File: src/rtl/assert_macros.svh
// shared assertion macros
`ifndef ASSERT_MACROS_SVH
`define ASSERT_MACROS_SVH

// same-cycle implication under reset
`define ASSERT_IMPLIES(name, clk, rst_n, ante, cons) \
    name: assert property (@(posedge clk) disable iff (!rst_n) (ante) |-> (cons)) \
        else $error("assertion failed");

// next-cycle implication under reset
`define ASSERT_NEXT(name, clk, rst_n, ante, cons) \
    name: assert property (@(posedge clk) disable iff (!rst_n) (ante) |=> (cons)) \
        else $error("assertion failed");

`endif

File: src/rtl/yrbd_pkg.sv
`timescale 1ns / 1ps
package yrbd_pkg;

    localparam int NUM_W = 48;
    localparam int DEN_W = 41;
    localparam int DIV_CNT_W = 6;

    localparam logic [2:0] FLD_TX  = 3'd0;
    localparam logic [2:0] FLD_TY  = 3'd1;
    localparam logic [2:0] FLD_TW  = 3'd2;
    localparam logic [2:0] FLD_TH  = 3'd3;
    localparam logic [2:0] FLD_OBJ = 3'd4;
    localparam logic [2:0] FLD_CLS = 3'd5;

    localparam logic [1:0] REG_ANCHOR_W = 2'd0;
    localparam logic [1:0] REG_ANCHOR_H = 2'd1;
    localparam logic [1:0] REG_IN_W     = 2'd2;
    localparam logic [1:0] REG_IN_H     = 2'd3;

    localparam logic [39:0] ANCHOR_W_RESET = 40'h445E24210D;
    localparam logic [39:0] ANCHOR_H_RESET = 40'h763F572A18;
    localparam logic [9:0]  IN_DIM_RESET   = 10'd160;

    localparam logic signed [17:0] LOG2E_Q14 = 18'sd23637;
    localparam logic signed [35:0] EXP_BIAS  = 36'sd805306368;  // 12 << 26
    localparam logic [16:0] POLY_C0 = 17'd5121;
    localparam logic [16:0] POLY_C1 = 17'd14822;
    localparam logic [16:0] POLY_C2 = 17'd45584;
    localparam logic [16:0] POLY_C3 = 17'd65536;

    typedef enum logic [3:0] {
        ST_IDLE,
        ST_MUL_Y,
        ST_MUL_P1,
        ST_MUL_P2,
        ST_MUL_P3,
        ST_MUL_A,
        ST_DIV_START,
        ST_DIV_WAIT,
        ST_NEXT_FIELD,
        ST_OUT
    } seq_state_t;

    typedef struct packed {
        logic busy;
        logic done;
    } div_stat_t;

    function automatic logic [15:0] sat16(input logic [NUM_W-1:0] v);
        logic [15:0] r;
        r = (v > NUM_W'(16'hFFFF)) ? 16'hFFFF : v[15:0];
        return r;
    endfunction

endpackage

File: src/rtl/yrbd_divider.sv
`timescale 1ns / 1ps
module yrbd_divider
(
    input  logic                      clk,
    input  logic                      rst_n,
    input  logic                      start,
    input  logic [yrbd_pkg::NUM_W-1:0] num,
    input  logic [yrbd_pkg::DEN_W-1:0] den,
    output yrbd_pkg::div_stat_t       stat,
    output logic [yrbd_pkg::NUM_W-1:0] quotient
);
    import yrbd_pkg::*;

    logic [NUM_W-1:0]     num_reg, num_next;
    logic [DEN_W-1:0]     den_reg, den_next;
    logic [DEN_W-1:0]     rem_reg, rem_next;
    logic [DIV_CNT_W-1:0] cnt_reg, cnt_next;
    logic                 busy_reg, busy_next;
    logic                 done_reg, done_next;
    logic [DEN_W:0]       trial;
    logic                 fits;

    // restoring division, one quotient bit a cycle, quotient shifts into num
    assign trial = {rem_reg, num_reg[NUM_W-1]};
    assign fits  = trial >= {1'b0, den_reg};

    always_comb
    begin
        num_next  = num_reg;
        den_next  = den_reg;
        rem_next  = rem_reg;
        cnt_next  = cnt_reg;
        busy_next = busy_reg;
        done_next = 1'b0;
        if (start)
        begin
            num_next  = num;
            den_next  = den;
            rem_next  = '0;
            cnt_next  = DIV_CNT_W'(NUM_W);
            busy_next = 1'b1;
        end
        else if (busy_reg)
        begin
            rem_next = fits ? DEN_W'(trial - {1'b0, den_reg}) : trial[DEN_W-1:0];
            num_next = {num_reg[NUM_W-2:0], fits};
            cnt_next = cnt_reg - 1'b1;
            if (cnt_reg == DIV_CNT_W'(1))
            begin
                busy_next = 1'b0;
                done_next = 1'b1;
            end
        end
    end

    always_ff @(posedge clk or negedge rst_n)
    begin
        if (!rst_n)
        begin
            cnt_reg  <= '0;
            busy_reg <= 1'b0;
            done_reg <= 1'b0;
        end
        else
        begin
            cnt_reg  <= cnt_next;
            busy_reg <= busy_next;
            done_reg <= done_next;
        end
    end

    always_ff @(posedge clk)
    begin
        num_reg <= num_next;
        den_reg <= den_next;
        rem_reg <= rem_next;
    end

    assign stat.busy = busy_reg;
    assign stat.done = done_reg;
    assign quotient  = num_reg;

endmodule

File: src/rtl/yolo_region_box_decode_top.sv
`timescale 1ns / 1ps
// channel   direction  handshake            payload
// in        into block in_valid / in_stall   raw_tx .. raw_class
// out       from block out_valid / out_stall box_center_x .. last_of_frame
// cfg       into block psel/penable/pwrite   paddr, pwdata, prdata
//
// six fields pass one after another through one shared 18x18 multiplier (exp polynomial)
// and one 48-step restoring divider; the next request is not taken while the output stays stalled
// in_stall stays high from acceptance until the result is loaded into the output register
// a stalled output holds the block in its final state; reset clears counters and restores config defaults

`include "assert_macros.svh"

module yolo_region_box_decode_top
#(
    parameter int GRID_SIZE   = 5,
    parameter int NUM_ANCHORS = 5
)
(
    input  logic        clk,
    input  logic        rst_n,
    input  logic        in_valid,
    output logic        in_stall,
    input  logic [15:0] raw_tx,
    input  logic [15:0] raw_ty,
    input  logic [15:0] raw_tw,
    input  logic [15:0] raw_th,
    input  logic [15:0] raw_objectness,
    input  logic [15:0] raw_class,
    output logic        out_valid,
    input  logic        out_stall,
    output logic [15:0] box_center_x,
    output logic [15:0] box_center_y,
    output logic [15:0] box_width,
    output logic [15:0] box_height,
    output logic [15:0] objectness,
    output logic [15:0] class_score,
    output logic [2:0]  anchor_index,
    output logic [2:0]  cell_column,
    output logic [2:0]  cell_row,
    output logic        last_of_frame,
    input  logic        psel,
    input  logic        penable,
    input  logic        pwrite,
    input  logic [4:0]  paddr,
    input  logic [63:0] pwdata,
    output logic [63:0] prdata,
    output logic        pready
);
    import yrbd_pkg::*;

    localparam int CW = (GRID_SIZE > 1) ? $clog2(GRID_SIZE) : 1;
    localparam int AW = (NUM_ANCHORS > 1) ? $clog2(NUM_ANCHORS) : 1;

    // division by the grid size as a reciprocal multiply, exact for numerators below 2^22
    localparam int CTR_N = 22;
    localparam int CTR_S = CTR_N + $clog2(GRID_SIZE);
    localparam logic [23:0] CTR_M =
        24'(((64'd1 << CTR_S) + 64'(GRID_SIZE) - 64'd1) / 64'(GRID_SIZE));

    // configuration
    logic [39:0] anc_w_reg, anc_h_reg;
    logic [9:0]  in_w_reg, in_h_reg;
    logic        cfg_wr;
    logic [1:0]  cfg_idx;

    assign cfg_wr  = psel && penable && pwrite;
    assign cfg_idx = paddr[4:3];
    assign pready  = 1'b1;

    always_ff @(posedge clk or negedge rst_n)
    begin
        if (!rst_n)
        begin
            anc_w_reg <= ANCHOR_W_RESET;
            anc_h_reg <= ANCHOR_H_RESET;
            in_w_reg  <= IN_DIM_RESET;
            in_h_reg  <= IN_DIM_RESET;
        end
        else if (cfg_wr)
        begin
            case (cfg_idx)
                REG_ANCHOR_W: anc_w_reg <= pwdata[39:0];
                REG_ANCHOR_H: anc_h_reg <= pwdata[39:0];
                REG_IN_W:     in_w_reg  <= pwdata[9:0];
                REG_IN_H:     in_h_reg  <= pwdata[9:0];
                default:      anc_w_reg <= anc_w_reg;
            endcase
        end
    end

    always_comb
    begin
        case (cfg_idx)
            REG_ANCHOR_W: prdata = 64'(anc_w_reg);
            REG_ANCHOR_H: prdata = 64'(anc_h_reg);
            REG_IN_W:     prdata = 64'(in_w_reg);
            REG_IN_H:     prdata = 64'(in_h_reg);
            default:      prdata = '0;
        endcase
    end

    // sequencer state and datapath registers
    seq_state_t       state_reg, state_next;
    logic [2:0]       fld_reg;
    logic [15:0]      raw_reg [6];
    logic [4:0]       n_reg;
    logic [15:0]      f_reg;
    logic [16:0]      p_reg;
    logic [16:0]      sig_reg;
    logic [24:0]      prod_reg;
    logic [15:0]      res_reg [6];
    logic [AW-1:0]    anc_reg;
    logic [CW-1:0]    col_reg, row_reg;
    logic             out_valid_reg;
    logic [15:0]      out_res_reg [6];
    logic [2:0]       out_anc_reg, out_col_reg, out_row_reg;
    logic             out_last_reg;

    logic             is_center, is_size, is_last_fld;
    logic signed [16:0] r17;
    logic signed [17:0] mul_a, mul_b;
    logic signed [35:0] prod;
    logic signed [35:0] y_val;
    logic [17:0]      poly_sum;
    logic [16:0]      poly_c;
    logic             div_start;
    logic [NUM_W-1:0] div_num;
    logic [DEN_W-1:0] div_den;
    div_stat_t        div_stat;
    logic [NUM_W-1:0] div_q;
    logic [63:0]      anc_w_wide, anc_h_wide;
    logic [2:0]       anc3;
    logic [7:0]       anchor_px;
    logic [9:0]       divisor;
    logic [CW-1:0]    cnt_sel;
    logic             out_free;
    logic             frame_last;
    logic [7:0]       anc_wide, col_wide, row_wide;
    logic [21:0]      ctr_num;
    logic [45:0]      ctr_prod;
    logic [NUM_W-1:0] ctr_q;

    assign is_center   = (fld_reg == FLD_TX) || (fld_reg == FLD_TY);
    assign is_size     = (fld_reg == FLD_TW) || (fld_reg == FLD_TH);
    assign is_last_fld = (fld_reg == FLD_CLS);
    assign out_free    = !(out_valid_reg && out_stall);

    // sigmoid fields evaluate exp of the negated logit
    assign r17 = is_size ? 17'(signed'(raw_reg[fld_reg]))
                         : -17'(signed'(raw_reg[fld_reg]));

    assign anc_wide   = 8'(anc_reg);
    assign col_wide   = 8'(col_reg);
    assign row_wide   = 8'(row_reg);
    assign anc3       = anc_wide[2:0];
    assign anc_w_wide = 64'(anc_w_reg);
    assign anc_h_wide = 64'(anc_h_reg);
    assign anchor_px  = (fld_reg == FLD_TW) ? anc_w_wide[8*anc3 +: 8] : anc_h_wide[8*anc3 +: 8];
    assign divisor    = (fld_reg == FLD_TW) ? ((in_w_reg == '0) ? 10'd1 : in_w_reg)
                                            : ((in_h_reg == '0) ? 10'd1 : in_h_reg);
    assign cnt_sel    = (fld_reg == FLD_TX) ? col_reg : row_reg;
    assign frame_last = (anc_reg == AW'(NUM_ANCHORS - 1)) && (col_reg == CW'(GRID_SIZE - 1))
                     && (row_reg == CW'(GRID_SIZE - 1));

    // center: (sigmoid + count * 65536) / GRID_SIZE
    assign ctr_num  = 22'(sig_reg) + (22'(cnt_sel) << 16);
    assign ctr_prod = 46'(ctr_num) * 46'(CTR_M);
    assign ctr_q    = NUM_W'(ctr_prod >> CTR_S);

    // next state
    always_comb
    begin
        state_next = state_reg;
        case (state_reg)
            ST_IDLE:       if (in_valid) state_next = ST_MUL_Y;
            ST_MUL_Y:      state_next = ST_MUL_P1;
            ST_MUL_P1:     state_next = ST_MUL_P2;
            ST_MUL_P2:     state_next = ST_MUL_P3;
            ST_MUL_P3:     state_next = is_size ? ST_MUL_A : ST_DIV_START;
            ST_MUL_A:      state_next = ST_DIV_START;
            ST_DIV_START:  state_next = ST_DIV_WAIT;
            ST_DIV_WAIT:
            begin
                if (div_stat.done)
                    state_next = ST_NEXT_FIELD;
            end
            ST_NEXT_FIELD: state_next = is_last_fld ? ST_OUT : ST_MUL_Y;
            ST_OUT:        if (out_free) state_next = ST_IDLE;
            default:       state_next = ST_IDLE;
        endcase
    end

    // control outputs and shared unit operands
    always_comb
    begin
        in_stall  = (state_reg != ST_IDLE);
        div_start = (state_reg == ST_DIV_START);
        mul_a     = {1'b0, p_reg};
        mul_b     = {2'b00, f_reg};
        poly_c    = POLY_C1;
        case (state_reg)
            ST_MUL_Y:
            begin
                mul_a = 18'(r17);
                mul_b = LOG2E_Q14;
            end
            ST_MUL_P1: poly_c = POLY_C1;
            ST_MUL_P2: poly_c = POLY_C2;
            ST_MUL_P3: poly_c = POLY_C3;
            ST_MUL_A:  mul_b = {10'd0, anchor_px};
            default:   poly_c = POLY_C1;
        endcase
    end

    assign prod     = mul_a * mul_b;
    assign y_val    = prod + EXP_BIAS;
    assign poly_sum = 18'(poly_c) + 18'(prod[32:16]);

    always_comb
    begin
        if (is_size)
        begin
            div_num = (NUM_W'(prod_reg) << n_reg) >> 16;
            div_den = DEN_W'(divisor);
        end
        else
        begin
            div_num = NUM_W'(1) << 44;
            div_den = (DEN_W'(1) << 28) + (DEN_W'(p_reg) << n_reg);
        end
    end

    yrbd_divider u_div
    (
        .clk      (clk),
        .rst_n    (rst_n),
        .start    (div_start),
        .num      (div_num),
        .den      (div_den),
        .stat     (div_stat),
        .quotient (div_q)
    );

    always_ff @(posedge clk or negedge rst_n)
    begin
        if (!rst_n)
        begin
            state_reg     <= ST_IDLE;
            fld_reg       <= FLD_TX;
            anc_reg       <= '0;
            col_reg       <= '0;
            row_reg       <= '0;
            out_valid_reg <= 1'b0;
        end
        else
        begin
            state_reg <= state_next;
            if ((state_reg == ST_OUT) && out_free)
                out_valid_reg <= 1'b1;
            else if (out_valid_reg && !out_stall)
                out_valid_reg <= 1'b0;
            case (state_reg)
                ST_IDLE:
                    fld_reg <= FLD_TX;
                ST_NEXT_FIELD:
                    fld_reg <= fld_reg + 3'd1;
                ST_OUT:
                begin
                    if (out_free)
                    begin
                        // anchor innermost, then column, then row
                        if (anc_reg == AW'(NUM_ANCHORS - 1))
                        begin
                            anc_reg <= '0;
                            if (col_reg == CW'(GRID_SIZE - 1))
                            begin
                                col_reg <= '0;
                                row_reg <= (row_reg == CW'(GRID_SIZE - 1)) ? '0 : row_reg + 1'b1;
                            end
                            else
                                col_reg <= col_reg + 1'b1;
                        end
                        else
                            anc_reg <= anc_reg + 1'b1;
                    end
                end
                default: fld_reg <= fld_reg;
            endcase
        end
    end

    always_ff @(posedge clk)
    begin
        case (state_reg)
            ST_IDLE:
            begin
                if (in_valid)
                begin
                    raw_reg[0] <= raw_tx;
                    raw_reg[1] <= raw_ty;
                    raw_reg[2] <= raw_tw;
                    raw_reg[3] <= raw_th;
                    raw_reg[4] <= raw_objectness;
                    raw_reg[5] <= raw_class;
                end
            end
            ST_MUL_Y:
            begin
                n_reg <= y_val[30:26];
                f_reg <= y_val[25:10];
                p_reg <= POLY_C0;
            end
            ST_MUL_P1, ST_MUL_P2, ST_MUL_P3: p_reg <= poly_sum[16:0];
            ST_MUL_A:  prod_reg <= prod[24:0];
            ST_DIV_WAIT:
            begin
                if (div_stat.done)
                begin
                    if (is_center)
                        sig_reg <= div_q[16:0];
                    else
                        res_reg[fld_reg] <= sat16(div_q);
                end
            end
            ST_NEXT_FIELD:
            begin
                if (is_center)
                    res_reg[fld_reg] <= sat16(ctr_q);
            end
            ST_OUT:
            begin
                if (out_free)
                begin
                    for (int i = 0; i < 6; i++)
                        out_res_reg[i] <= res_reg[i];
                    out_anc_reg  <= anc3;
                    out_col_reg  <= col_wide[2:0];
                    out_row_reg  <= row_wide[2:0];
                    out_last_reg <= frame_last;
                end
            end
            default: n_reg <= n_reg;
        endcase
    end

    assign out_valid     = out_valid_reg;
    assign box_center_x  = out_res_reg[0];
    assign box_center_y  = out_res_reg[1];
    assign box_width     = out_res_reg[2];
    assign box_height    = out_res_reg[3];
    assign objectness    = out_res_reg[4];
    assign class_score   = out_res_reg[5];
    assign anchor_index  = out_anc_reg;
    assign cell_column   = out_col_reg;
    assign cell_row      = out_row_reg;
    assign last_of_frame = out_last_reg;

    `ASSERT_IMPLIES(a_div_done_in_wait, clk, rst_n, div_stat.done, state_reg == ST_DIV_WAIT)
    `ASSERT_NEXT(a_accept_starts_seq, clk, rst_n, in_valid && !in_stall, state_reg == ST_MUL_Y)
    `ASSERT_IMPLIES(a_counters_in_range, clk, rst_n, 1'b1, (anc_reg < AW'(NUM_ANCHORS)) && (col_reg < CW'(GRID_SIZE)) && (row_reg < CW'(GRID_SIZE)))

endmodule
File: config.mk
export PLATFORM = sky130hd
export DESIGN_NAME = yolo_region_box_decode_top
export DESIGN_NICKNAME = d
export VERILOG_FILES = /design/src/rtl/yrbd_pkg.sv /design/src/rtl/yrbd_divider.sv /design/src/rtl/yolo_region_box_decode_top.sv
export VERILOG_INCLUDE_DIRS = /design/src /design/src/rtl
export SDC_FILE = /design/constraint.sdc
export NUM_CORES = 2
export LEC_CHECK = 0
export BUFFER_PORTS_ARGS = -buffer_cell sky130_fd_sc_hd__buf_2
export CAP_MARGIN = 10
export CORE_UTILIZATION = 59
export DETAILED_ROUTE_END_ITERATION = 12
export PLACE_DENSITY = 0.83
export SETUP_SLACK_MARGIN = 0.02
export SYNTH_ARGS = -nofsm -noshare
export SYNTH_HDL_FRONTEND = slang
export SYNTH_SLANG_ARGS = --single-unit
File: constraint.sdc
create_clock -name clk -period 18.4 [get_ports clk]
set_clock_uncertainty 0.05 [all_clocks]
set_input_delay 3.68 -clock clk [delete_from_list [all_inputs] [get_ports clk]]
set_output_delay 3.68 -clock clk [all_outputs]
set_load 0.01 [all_outputs]
==> qor.csv <==
stage,metric,value,unit
floorplan,Core Region,79400,um^2
worst_setup_path,slowest CP cell,a21oi_1,
clock_tree,Post-CTS Resized,0,
floorplan,Die Span X,286,um
clock_tree,clk buf depth,3,
sta,Pins Over Slew Limit,0,
hold_path,Worst Hold Class,flip-flop to flip-flop,
run,MaxCap Viol Count,0,
logic_synthesis,Synth Flop Type,edfxtp_1,
clock_tree,postcts setup bufs,0,
clock_tree,CTS buffer count,68,
clock_tree,H-tree levels,3,
clock_tree,Worst-path clk slew,0.06,ns
sta,Tcrit/Tclk final,68.6,%
worst_setup_path,Crit Reg-Reg Endpoint,p_reg[16]$_SDFFCE_PN0P_,
worst_setup_path,"Req. time, crit path",18.71,ns
logic_synthesis,cells after synthesis,4313,
logic_synthesis,synth unique cells,99,
worst_setup_path,Worst setup SP type,flip-flop,
finish,area grow syn2layout,9.90,%
finish,Layout fillers,5897,
place,Final Wtd Congestion,0.958,
sta,Fin. Hold Viols,0,
routing,vias per cell,5.79,
logic_synthesis,count of warnings emitted by yosys,0,
global_route,total congestion overflow,0,
floorplan,Die Area,81800,um^2
worst_setup_path,CP max stage delay,1.01,ns
logic_synthesis,"EDFF count, synth",467,
worst_setup_path,Critical path buffers and inverters,7,
sta,Period minus WS final,12.62,ns
routing,TritonRoute pass-1 iters,6,
worst_setup_path,WP depth,36,
floorplan,Die Span Y,286,um
global_route,largest net degree at the start of global routing,84,
logic_synthesis,register bit total from synthesis,633,
worst_setup_path,CP most frequent cell,fa_1,
clock_tree,Clock Tree Root,clkbuf_16,
worst_setup_path,R2R Setup Slk,5.78,ns
sta,fmax,79.2,MHz
worst_setup_path,crit end category,flip-flop,
routing,# DRC,0,
logic_synthesis,Post-Syn Area,47600,um^2
hold_path,Hold Crit Depth,0,
routing,initial DRC count,2873,
routing,Post-Route WL,115000,um
finish,Nets,5478,
worst_setup_path,beginning of the critical path,fld_reg[0]$_DFFE_PN0P_,
clock_tree,clock latency on the worst-skew pair,0.64,ns
floorplan,starting density of the core,59.9,%
worst_setup_path,r2r startpoint,fld_reg[0]$_DFFE_PN0P_,
logic_synthesis,Synth area leaders,"edfxtp_1 (29%), fa_1 (17%), ha_1 (8.5%), inv_1 (5.3%), dfrtp_1 (4.5%)",
logic_synthesis,Syn Area/Cell,11.0,um^2
worst_setup_path,crit path DAT,12.93,ns
floorplan,I/O pin count,345,
routing,Wirelength per Cell,20.2,um
sta,Final Setup Violations,0,
logic_synthesis,cell taking the most area after synthesis,edfxtp_1,
global_route,first-pass GRT wire length,182000,um
floorplan,# rows,103,
worst_setup_path,Critical Path Fanout Max,43,
place,I/O Buffers,292,
routing,Post-DRT Antenna Nets,0,
sta,slew at the pin with the worst max-slew slack,1.28,ns
sta,RSZ-0062 raised after global routing,no,
worst_setup_path,Worst R2R Path Depth,36,
global_route,initial antenna violation count,7,
clock_tree,cts hold-fix bufs,0,
worst_setup_path,critical path capture point,p_reg[16]$_SDFFCE_PN0P_,
place,post-DP HPWL,87700,um
outcome,status,finished clean,
logic_synthesis,asr flop ratio synth,19.7,%
sta,relative max-transition margin,15.0,%
worst_setup_path,"delay-heaviest family, CP",adder cells,
clock_tree,CTS tree,done,
clock_tree,clk sink count,633,
routing,Vias,32900,
logic_synthesis,sequential-to-total area share from yosys stat,37.9,%
global_route,GRT Overall Usage,28.4,%
worst_setup_path,Crit Path Category,flip-flop to flip-flop,
sta,Total Neg Setup Slack,0,ns
logic_synthesis,top cell type's share of synthesized area,29.5,%
global_route,vias in the first global route,33700,
finish,share of layout cells above drive strength 1,15.2,%
[cell usage in the layout, fill, tap and decap left out, types with 44 or more instances in the layout]
cell type / count
inv_1: 671
edfxtp_1: 467
fa_1: 410
nand2_1: 357
ha_1: 324
nor2_1: 304
buf_2: 291
o21ai_0: 171
a21oi_1: 168
mux2i_1: 137
mux2_2: 129
xnor2_1: 90
dfrtp_1: 85
a21o_1: 69
clkbuf_16: 68
nor2b_1: 51
and2_1: 45
buf_4: 45
mux4_2: 44
[kinds of logic after synthesis]
kind of cell / count (synthesis) / synth area share [%]
AO/OA/AOI/OAI: 651 / 8.81
XOR/XNOR: 131 / 2.41
adder cells (fa/ha/maj): 734 / 25.8
buffers and inverters: 865 / 7.22
flip-flops: 633 / 37.9
multiplexers: 320 / 8.57
other: 2 / 0.0158
AND/OR/NAND/NOR: 977 / 9.32
[worst reg2reg max path, delay by kind of cell (launching register included)]
| family | cells | cell delay (ns) |
|---|---|---|
| AOI/OAI and AO/OA | 11 | 3.67 |
| xor gates and xnor gates | 3 | 0.46 |
| adders and majority gates | 9 | 3.90 |
| buffers and inverters | 7 | 1.71 |
| DFF | 1 | 0.68 |
| and+or+nand+nor | 6 | 1.85 |
[Yosys cell counts, types with 13 or more instances]
| master | number |
|---|---|
| dfstp_2 | 39 |
| inv_1 | 673 |
| o211ai_1 | 14 |
| buf_2 | 21 |
| mux2i_1 | 137 |
| buf_4 | 29 |
| nand2b_1 | 30 |
| xnor2_1 | 90 |
| ha_1 | 324 |
| dfrtp_1 | 86 |
| and3_1 | 19 |
| buf_1 | 20 |
| nor2b_1 | 52 |
| fa_1 | 410 |
| a22oi_1 | 16 |
| nand3_1 | 35 |
| nand2_1 | 358 |
| o21bai_1 | 19 |
| o22a_1 | 24 |
| o21a_1 | 20 |
| nor3_1 | 36 |
| and2_1 | 45 |
| mux2_2 | 129 |
| o21ai_0 | 173 |
| edfxtp_1 | 467 |
| o21ai_1 | 13 |
| nor2_1 | 305 |
| a21o_1 | 69 |
| nor4_1 | 18 |
| clkbuf_1 | 111 |
| mux4_2 | 44 |
| a211oi_1 | 13 |
| a21oi_1 | 168 |
| nand4_1 | 25 |
| dfxtp_1 | 41 |
| xor2_1 | 41 |
[area by class of cell]
type / instances / area, um^2 / area share, %
Multi-Input combinational cell: 2855 / 26300 / 50.3
Sequential cell: 633 / 18000 / 34.5
Inverter: 678 / 2550 / 4.87
Timing Repair Buffer: 336 / 1790 / 3.43
Clock buffer: 81 / 1780 / 3.41
Tap cell: 1050 / 1310 / 2.51
Clock inverter: 43 / 494 / 0.945
Antenna cell: 7 / 17.5 / 0.0335
[per-stage QoR]
step           area, um^2  worst slack, ns  hold WS, ns  utilization [%]  instances
6_report            52300             5.78        0.355             65.9       5683
5_1_grt             52300             5.27        0.362             65.9       5683
4_1_cts             52300             5.94        0.354             65.8       5675
3_5_place_dp        50000             5.99        0.355             63.0       5551
3_3_place_gp        50000             6.12        0.351             63.0       5551
2_1_floorplan       47700             7.93        0.350                -       4353
[worst min path at each step]
stage / start / endpoint / slack (ns)
after floorplan: res_reg[0][0]$_DFFE_PP_ / out_res_reg[0][0]$_DFFE_PP_ / 0.35
final: res_reg[1][15]$_DFFE_PP_ / out_res_reg[1][15]$_DFFE_PP_ / 0.35
after CTS: res_reg[1][15]$_DFFE_PP_ / out_res_reg[1][15]$_DFFE_PP_ / 0.35
after global routing: res_reg[4][7]$_DFFE_PP_ / out_res_reg[4][7]$_DFFE_PP_ / 0.36
after global placement: res_reg[1][13]$_DFFE_PP_ / out_res_reg[1][13]$_DFFE_PP_ / 0.35
after detailed placement: res_reg[0][14]$_DFFE_PP_ / out_res_reg[0][14]$_DFFE_PP_ / 0.35
[routing by layer]
| metal | part of all wire [%] | vias to the layer above | GRT usage [%] | wire length [um] |
|---|---|---|---|---|
| met3 | 6.5 | 289 | 4.50 | 7480 |
| met4 | 4.4 | 0 | 12.6 | 5060 |
| li1 | - | 15000 | - | - |
| met2 | 49 | 1360 | 48.2 | 56600 |
| met5 | 0 | - | 0 | 0 |
| met1 | 40 | 16200 | 36.1 | 45600 |
Power is not shown: default switching activity piles up to over one toggle a cycle in this logic, so the estimate is an artifact.
